**src/hdl/tpq_pkg.sv**
```systemverilog
// Shared types, constants and codes for the toggle playlist queue.
package tpq_pkg;

  localparam int NUM_ALBUMS = 16;
  localparam int NUM_TRACKS = 16;
  localparam int LIST_DEPTH = 256;

  localparam int IDX_W   = $clog2(LIST_DEPTH);
  localparam int CNT_W   = $clog2(LIST_DEPTH + 1);
  localparam int COUNT_W = 9;
  localparam int PADDR_W = 3;

  localparam logic [6:0] ALBUM_LIMIT = 7'(NUM_ALBUMS);
  localparam logic [6:0] TRACK_LIMIT = 7'(NUM_TRACKS);
  localparam logic [CNT_W-1:0] DEPTH_CNT = CNT_W'(LIST_DEPTH);

  typedef enum logic [2:0] {
    FUNC_TOGGLE  = 3'd0,
    FUNC_NEXT    = 3'd1,
    FUNC_CLEAR   = 3'd2,
    FUNC_CHECK   = 3'd3,
    FUNC_RESTART = 3'd4
  } func_t;

  typedef enum logic [1:0] {
    ST_NONE    = 2'd0,
    ST_REMOVED = 2'd1,
    ST_APPENDED = 2'd2,
    ST_FULL    = 2'd3
  } status_t;

  localparam logic [PADDR_W-3:0] REG_AUTOSWITCH = '0;

  typedef struct packed {
    logic [3:0] album;
    logic [3:0] track;
  } entry_t;

  // Control word broadcast to every cell of the chain.
  typedef struct packed {
    logic             shift;
    logic             wr;
    logic [IDX_W-1:0] wpos;
    entry_t           wdata;
  } tpq_ctl_t;

endpackage

```
**src/hdl/tpq_cell.sv**
```systemverilog
// One playlist slot: takes its right neighbor on a shift, or a write at its own index.
module tpq_cell
  import tpq_pkg::*;
(
  input  logic             clk,
  input  tpq_ctl_t         ctl,
  input  logic [IDX_W-1:0] idx,
  input  entry_t           right,
  output entry_t           data
);

  always_ff @(posedge clk) begin
    if (ctl.wr && (idx == ctl.wpos)) begin
      data <= ctl.wdata;
    end else if (ctl.shift) begin
      data <= right;
    end
  end

endmodule

```
**src/hdl/tpq_chain.sv**
```systemverilog
// Row of playlist cells; entries move one slot toward the head on each shift.
module tpq_chain
  import tpq_pkg::*;
(
  input  logic     clk,
  input  tpq_ctl_t ctl,
  output entry_t   head
);

  entry_t slot [LIST_DEPTH];

  for (genvar i = 0; i < LIST_DEPTH; i++) begin : g_cell
    entry_t right;
    if (i == LIST_DEPTH - 1) begin : g_last
      assign right = slot[0];
    end else begin : g_mid
      assign right = slot[i+1];
    end
    tpq_cell u_cell (
      .clk   (clk),
      .ctl   (ctl),
      .idx   (IDX_W'(i)),
      .right (right),
      .data  (slot[i])
    );
  end

  assign head = slot[0];

endmodule

```
**src/hdl/toggle_playlist_queue.sv**
```systemverilog
// Top level: sequencer over the cell chain, config register and output word register.
//
//  channel | signals                                             | direction
//  --------+-----------------------------------------------------+----------
//  in      | in_valid/in_ready, func, album, track, init,        | to block
//          |   ui_music_active                                   |
//  out     | out_valid/out_ready, status, stop_playback,         | from block
//          |   start_playback, play_album, play_track, entry_count|
//  cfg     | psel, penable, pwrite, paddr, pwdata, prdata, pready | both
//
// A toggle rotates the whole list through the head cell, one entry a cycle. After the scan a
// removal or a full list finishes; an append writes the entry at the tail and, unless init is
// set, runs a check, which may rotate the list once before it plays the head. One word is in
// flight at a time; a new word is taken while the last result waits in the output register,
// and a finished word holds until that register frees. Reset empties the list, clears started,
// autoswitch and out_valid, and returns the sequencer to idle.
module toggle_playlist_queue
  import tpq_pkg::*;
(
  input  logic               clk,
  input  logic               rst,
  input  logic               in_valid,
  output logic               in_ready,
  input  logic [2:0]         func,
  input  logic [3:0]         album,
  input  logic [3:0]         track,
  input  logic               init,
  input  logic               ui_music_active,
  output logic               out_valid,
  input  logic               out_ready,
  output logic [1:0]         status,
  output logic               stop_playback,
  output logic               start_playback,
  output logic [3:0]         play_album,
  output logic [3:0]         play_track,
  output logic [COUNT_W-1:0] entry_count,
  input  logic               psel,
  input  logic               penable,
  input  logic               pwrite,
  input  logic [PADDR_W-1:0] paddr,
  input  logic [31:0]        pwdata,
  output logic [31:0]        prdata,
  output logic               pready
);

  typedef enum logic [6:0] {
    S_IDLE   = 7'b0000001,
    S_SCAN   = 7'b0000010,
    S_APPEND = 7'b0000100,
    S_CHECK  = 7'b0001000,
    S_ROT    = 7'b0010000,
    S_PLAY   = 7'b0100000,
    S_FINISH = 7'b1000000
  } state_t;

  state_t state;
  logic   autoswitch;
  logic   started;
  logic [CNT_W-1:0] length;
  logic [CNT_W-1:0] cur;
  logic [CNT_W-1:0] remaining;
  logic   found;
  logic   found_head;
  entry_t op_entry;
  logic   op_init;
  logic   op_ui;
  status_t res_status;
  logic   res_stop;
  logic   res_start;
  entry_t res_play;

  tpq_ctl_t ctl;
  entry_t   head;
  logic     reg_sel;
  logic     cfg_wr;
  logic     head_match;
  logic     in_range;
  logic     out_free;

  tpq_chain u_chain (
    .clk  (clk),
    .ctl  (ctl),
    .head (head)
  );

  // Configuration port
  assign pready  = 1'b1;
  assign reg_sel = (paddr[PADDR_W-1:2] == REG_AUTOSWITCH);
  assign cfg_wr  = psel && penable && pwrite && reg_sel;
  assign prdata  = reg_sel ? {31'b0, autoswitch} : 32'b0;

  always_ff @(posedge clk) begin
    if (rst) begin
      autoswitch <= 1'b0;
    end else if (cfg_wr) begin
      autoswitch <= pwdata[0];
    end
  end

  assign in_ready   = (state == S_IDLE);
  assign out_free   = !out_valid || out_ready;
  assign head_match = (head == op_entry) && !found;
  assign in_range   = ({3'b0, album} < ALBUM_LIMIT) && ({3'b0, track} < TRACK_LIMIT);

  // Chain control
  always_comb begin
    ctl.shift = 1'b0;
    ctl.wr    = 1'b0;
    ctl.wpos  = '0;
    ctl.wdata = head;
    unique case (state)
      S_SCAN: begin
        // pop the head; push it back to the tail unless it is the first match
        if (remaining != '0) begin
          ctl.shift = 1'b1;
          ctl.wr    = !head_match;
          ctl.wpos  = IDX_W'(cur - 1'b1);
        end
      end
      S_APPEND: begin
        ctl.wr    = 1'b1;
        ctl.wpos  = IDX_W'(length);
        ctl.wdata = op_entry;
      end
      S_ROT: begin
        ctl.shift = 1'b1;
        ctl.wr    = 1'b1;
        ctl.wpos  = IDX_W'(length - 1'b1);
      end
      default: begin
      end
    endcase
  end

  // Sequencer
  always_ff @(posedge clk) begin
    if (rst) begin
      state     <= S_IDLE;
      length    <= '0;
      started   <= 1'b0;
    end else begin
      unique case (state)
        S_IDLE: begin
          if (in_valid) begin
            op_entry   <= '{album: album, track: track};
            op_init    <= init;
            op_ui      <= ui_music_active;
            res_status <= ST_NONE;
            res_stop   <= (func == FUNC_CLEAR);
            res_start  <= 1'b0;
            res_play   <= '0;
            cur        <= length;
            remaining  <= length;
            found      <= 1'b0;
            found_head <= 1'b0;
            case (func)
              FUNC_TOGGLE: begin
                state <= in_range ? S_SCAN : S_FINISH;
              end
              FUNC_NEXT: begin
                state <= (length != '0) ? S_ROT : S_FINISH;
              end
              FUNC_CLEAR: begin
                length  <= '0;
                started <= 1'b0;
                state   <= S_FINISH;
              end
              FUNC_CHECK: begin
                state <= S_CHECK;
              end
              FUNC_RESTART: begin
                started <= 1'b0;
                state   <= S_FINISH;
              end
              default: begin
                state <= S_FINISH;
              end
            endcase
          end
        end
        S_SCAN: begin
          if (remaining != '0) begin
            remaining <= remaining - 1'b1;
            if (head_match) begin
              found      <= 1'b1;
              found_head <= (remaining == length);
              cur        <= cur - 1'b1;
            end
          end else if (found) begin
            length     <= cur;
            res_status <= ST_REMOVED;
            if (found_head) begin
              started  <= 1'b0;
              res_stop <= 1'b1;
            end
            state <= S_FINISH;
          end else if (length == DEPTH_CNT) begin
            res_status <= ST_FULL;
            state      <= S_FINISH;
          end else begin
            state <= S_APPEND;
          end
        end
        S_APPEND: begin
          length     <= length + 1'b1;
          res_status <= ST_APPENDED;
          state      <= op_init ? S_FINISH : S_CHECK;
        end
        S_CHECK: begin
          if (op_ui || (length == '0) || started) begin
            state <= S_FINISH;
          end else begin
            started <= 1'b1;
            if (autoswitch) begin
              state <= S_ROT;
            end else begin
              res_start <= 1'b1;
              res_play  <= head;
              state     <= S_FINISH;
            end
          end
        end
        S_ROT: begin
          state <= S_PLAY;
        end
        S_PLAY: begin
          res_start <= 1'b1;
          res_play  <= head;
          state     <= S_FINISH;
        end
        S_FINISH: begin
          // hold until the output register is free
          if (out_free) begin
            state <= S_IDLE;
          end
        end
        default: begin
          state <= S_IDLE;
        end
      endcase
    end
  end

  always_ff @(posedge clk) begin
    if (rst) begin
      out_valid <= 1'b0;
    end else if ((state == S_FINISH) && out_free) begin
      out_valid <= 1'b1;
    end else if (out_ready) begin
      out_valid <= 1'b0;
    end
  end

  always_ff @(posedge clk) begin
    if ((state == S_FINISH) && out_free) begin
      status         <= res_status;
      stop_playback  <= res_stop;
      start_playback <= res_start;
      play_album     <= res_play.album;
      play_track     <= res_play.track;
      entry_count    <= COUNT_W'(length);
    end
  end

  a_len_bound: assert property (@(posedge clk) disable iff (rst)
    length <= DEPTH_CNT)
    else $error("list length beyond depth");

  a_scan_count: assert property (@(posedge clk) disable iff (rst)
    (state == S_SCAN) |-> (cur <= length) && (remaining <= cur))
    else $error("scan counters out of order");

  a_play_nonempty: assert property (@(posedge clk) disable iff (rst)
    ((state == S_ROT) || (state == S_PLAY)) |-> (length != '0))
    else $error("rotate on empty list");

  a_stop_start: assert property (@(posedge clk) disable iff (rst)
    out_valid |-> !(stop_playback && start_playback))
    else $error("stop and start in one word");

endmodule

```
**config.mk**
```make
export PLATFORM = sky130hd
export DESIGN_NAME = toggle_playlist_queue
export DESIGN_NICKNAME = d
export VERILOG_FILES = /design/src/hdl/tpq_pkg.sv /design/src/hdl/tpq_cell.sv /design/src/hdl/tpq_chain.sv /design/src/hdl/toggle_playlist_queue.sv
export SDC_FILE = /design/constraint.sdc
export NUM_CORES = 2
export LEC_CHECK = 0
export BUFFER_PORTS_ARGS = -buffer_cell sky130_fd_sc_hd__buf_2
export CAP_MARGIN = 10
export CORE_MARGIN = 3
export CORE_UTILIZATION = 57
export DETAILED_ROUTE_END_ITERATION = 8
export PLACE_DENSITY_LB_ADDON = 0.2
export RECOVER_POWER = 25
export SYNTH_ARGS = -nofsm -noshare
export SYNTH_HDL_FRONTEND = slang
export SYNTH_SLANG_ARGS = --single-unit
```
**constraint.sdc**
```tcl
create_clock -name clk -period 3.7 [get_ports clk]
set_clock_uncertainty 0.15 [all_clocks]
set_input_delay 0.185 -clock clk [delete_from_list [all_inputs] [get_ports clk]]
set_output_delay 0.185 -clock clk [all_outputs]
set_load 0.02 [all_outputs]
```
==> flow_summary.json <==
{
  "run_status": "finished clean",
  "power.static_leakage_nw": 39.9,
  "synth_top_family_by_area": "multiplexers",
  "grt_use_total_pct": 22.9,
  "dr_total_vias": 50300,
  "clock_tree.htree_level_count": 4,
  "place.detailed.instances": 7925,
  "synth_cells": 5480,
  "gpl.final_weighted_congestion": 0.855,
  "top_area_cells_in_the_synthesized_netlist": "edfxtp_1 (65%), mux2_2 (23%), nor4_4 (3.9%)",
  "worst_path_dominant_cell_family": "simple AND/OR/NAND/NOR gates",
  "internal_power_mw": 41.3,
  "setup_repair_after_global_routing_missed_its_margin": "yes",
  "placed_cell_area_um2": 105000,
  "leading_cell_types_in_the_layout_fill_and_taps_excluded": "edfxtp_1 (2111), mux2_2 (1978), buf_4 (495), clkbuf_16 (220), nor4_4 (182)",
  "wirelength_um": 204000,
  "worstPathBufferInverterCount": 5,
  "detail_route.wl_per_cell_um": 24.0,
  "share_clk_of_total_power_pct": 41.7,
  "drt_drc_violations_left": 0,
  "grt_first_pass_wirelength_um": 311000,
  "fin_cells": 8523,
  "tritoncts": "built",
  "layout-drive-gt1-share_pct": 54.8,
  "xor_and_xnor_fraction_of_the_mapped_netlist_area_pct": 0.313,
  "seqPwrFrac_pct": 52.2,
  "io_buffer_count": 45,
  "maxCapViolations": 0,
  "fmaxAchievable_mhz": 274,
  "clk_pin_slew_worst_paths_ps": 60,
  "final_hold_viol_count": 0,
  "floorplan.die_area_um2": 177000,
  "post_synth_fa_ha_maj_area_fraction_pct": 0.0766,
  "power.total_mw": 53.0,
  "drt_pass1_iterations": 5,
  "synth_cell_type_count": 75,
  "synth_compound_gate_area_share_pct": 0.982,
  "post-route-cell-area_um2": 114000,
  "placement_rows": 151,
  "yosys.area.top_type_share_pct": 64.7,
  "viasPerCell": 5.90,
  "cp_data_required_time_ps": 4130,
  "critical_path_launch_point_type": "flop",
  "mostFrequentLayoutCell": "edfxtp_1",
  "synth-main-ff-cell": "edfxtp_1",
  "chipHeight_um": 421,
  "synth.ff_latch_count": 2130,
  "timing.critical_path.arrival_ps": 4080,
  "final.period_utilization_pct": 98.8,
  "drt_first_iter_violations": 3927,
  "ctsRootBufferMaster": "clkbuf_16",
  "critPathMaxStageDelay_ps": 570,
  "start_util_pct": 57.6,
  "ys_warnings": 0,
  "power.switching_fraction_pct": 22.1,
  "antenna_left": 0,
  "cts-buffers-inserted": 213,
  "pin_count": 111,
  "worst-slew-pin-transition_ps": 786,
  "timing.final.max_slew_violations": 0,
  "finish.net_count": 6099,
  "setup-violations-final": 0,
  "areaGrowthSynthToFinish_pct": 16.3,
  "highest_net_fanout_along_the_worst_path": 6,
  "post_synth_instance_area_um2": 98000,
  "hold_ws_ps": 185,
  "dp.final_hpwl_um": 121000,
  "antenna_violations_before_repair": 2,
  "grt_start_max_net_pins": 82,
  "setup.worst_path.class": "reg -> reg",
  "cp_cell_sequence": "or4_4, or3_4, buf_6, nor3_4, o211ai_1, buf_4, buf_12, buf_12, nor4_4, buf_4, mux2_2",
  "synth_area_per_cell_um2": 17.9,
  "design.core.area_um2": 170000,
  "peakVddDrop_v": 0.000415,
  "max-clock-path-buffers": 3,
  "grt_remaining_overflow": 0,
  "power_switching_mw": 11.7,
  "dieWidth_um": 421,
  "yosys-mux-area-fraction_pct": 23.8,
  "synth.largest_area_cell": "edfxtp_1",
  "timing.max_slew.rel_slack_pct": 47.6,
  "cp_max_stage_cell": "or4_4",
  "holdCritPathClass": "in -> reg",
  "period_minus_slack_ps": 3650,
  "filler_cell_count": 11100,
  "crit_path_end_kind": "flop",
  "asyncSetResetFlopFracSynth_pct": 0,
  "number_of_global_route_vias_before_repair": 51800,
  "synth_simple_gate_area_share_pct": 7.57,
  "power_density_nw_per_um2": 465,
  "clock-sinks": 2130,
  "synth_sequential_area_ratio_pct": 65.1,
  "worstSkewPairLatency_ps": 840,
  "relative_contribution_of_combinational_cells_to_total_power_pct": 6.1,
  "number_of_flops_mapped_to_enable_cells_by_yosys": 2111
}
per-layer routing:
metal | global-route usage (%) | part of all wire, % | up-vias
met2 | 36.1 | 47 | 1395
met5 | 0 | 0 | -
li1 | - | - | 22700
met3 | 4.26 | 5.7 | 312
met4 | 6.76 | 2.6 | 0
met1 | 32.6 | 45 | 25900
cells by family (layout without fill, tap and decap cells):
logic type                 Yosys count  after routing
DFF                               2130           2130
muxes                             2057           2057
and+or+nand+nor                    684            685
buffers and inverters              437           1152
AOI/OAI and AO/OA                  129            129
xor gates and xnor gates            35             35
adders and majority gates            6              6
other                                2             34
cell usage after synthesis (all sizes together), types with 6 or more instances:
master  count
and2       11
a21oi      31
xnor2      13
nor3b       6
o22ai       6
nand2      97
a211oi     10
a32o        6
o21ai      17
dfxtp      19
nand3       7
xor2       22
o211ai     14
clkbuf    273
nand4      82
nor4      197
inv        15
nand2b    193
edfxtp   2111
ha          6
nor2       39
or3        11
nor3       21
buf       149
mux2     2056
flip-flops by register name, summed over array words and instances, names as in the netlist, 2 cells and up:
register and flops:
u_chain.g_cell.u_cell.data 2048, cur 9, entry_count 9, length 9
remaining 9, op_entry 8, res_play 8, state 7
play_album 4, play_track 4, res_status 2, status 2
metrics by stage:
stage	util (%)	TNS, ps	worst slack [ps]
global route	67.0	-920	-40.7
global placement	61.6	-25810	-202
floorplan	-	-12.3	-1.54
CTS	66.4	-139	-9.51
detailed placement	61.6	-53090	-232
finish	67.0	0	45.6
cell type report:
type	instances	area, um2	area share, %
tap	2295	2870	2.52
antenna	2	5.00	0.00439
clock buffer	249	5520	4.84
timing repair buffer	734	7250	6.36
clock inverter	154	1660	1.46
inverter	15	61.3	0.0538
multi-input combinational	2944	32900	28.8
sequential	2130	63800	55.9
timing repair:
action / CTS / global route
hold buffers: 35 / 0
gates resized for setup: 39 / 88
setup endpoints to repair: 1075 / 2311
pin swaps: 44 / 50
cloned: 0 / 4
hold endpoints to repair: 66 / 0
setup buffers: 72 / 82
worst register-to-register path: cells and delay by family (launching register included):
family | cells | cell delay [ps]
multiplexers | 1 | 330
AND/OR/NAND/NOR | 4 | 1490
flip-flops | 1 | 320
buffers and inverters | 5 | 900
AO/OA/AOI/OAI | 1 | 200
power groups by stage:
stage	clock network, mW	registers (mW)	logic, mW
floorplan	0	28.0	1.97
global placement	0	28.1	3.03
detailed placement	0	28.1	3.10
CTS	22.5	27.6	3.16
global route	23.4	27.7	3.48
finish	22.1	27.6	3.24
final timing paths:
check              startpoint                                 to  slack (ps)  depth (start not counted)
setup / recovery     state[2]  u_chain.g_cell[26].u_cell.data[4]          50                         11
hold / removal        func[0]                           state[3]         180                          4
setup reg to reg     state[2]  u_chain.g_cell[26].u_cell.data[4]          50                         11
hold reg to reg   res_play[3]                      play_track[3]         260                          0
(Power assumes the default switching activity.)
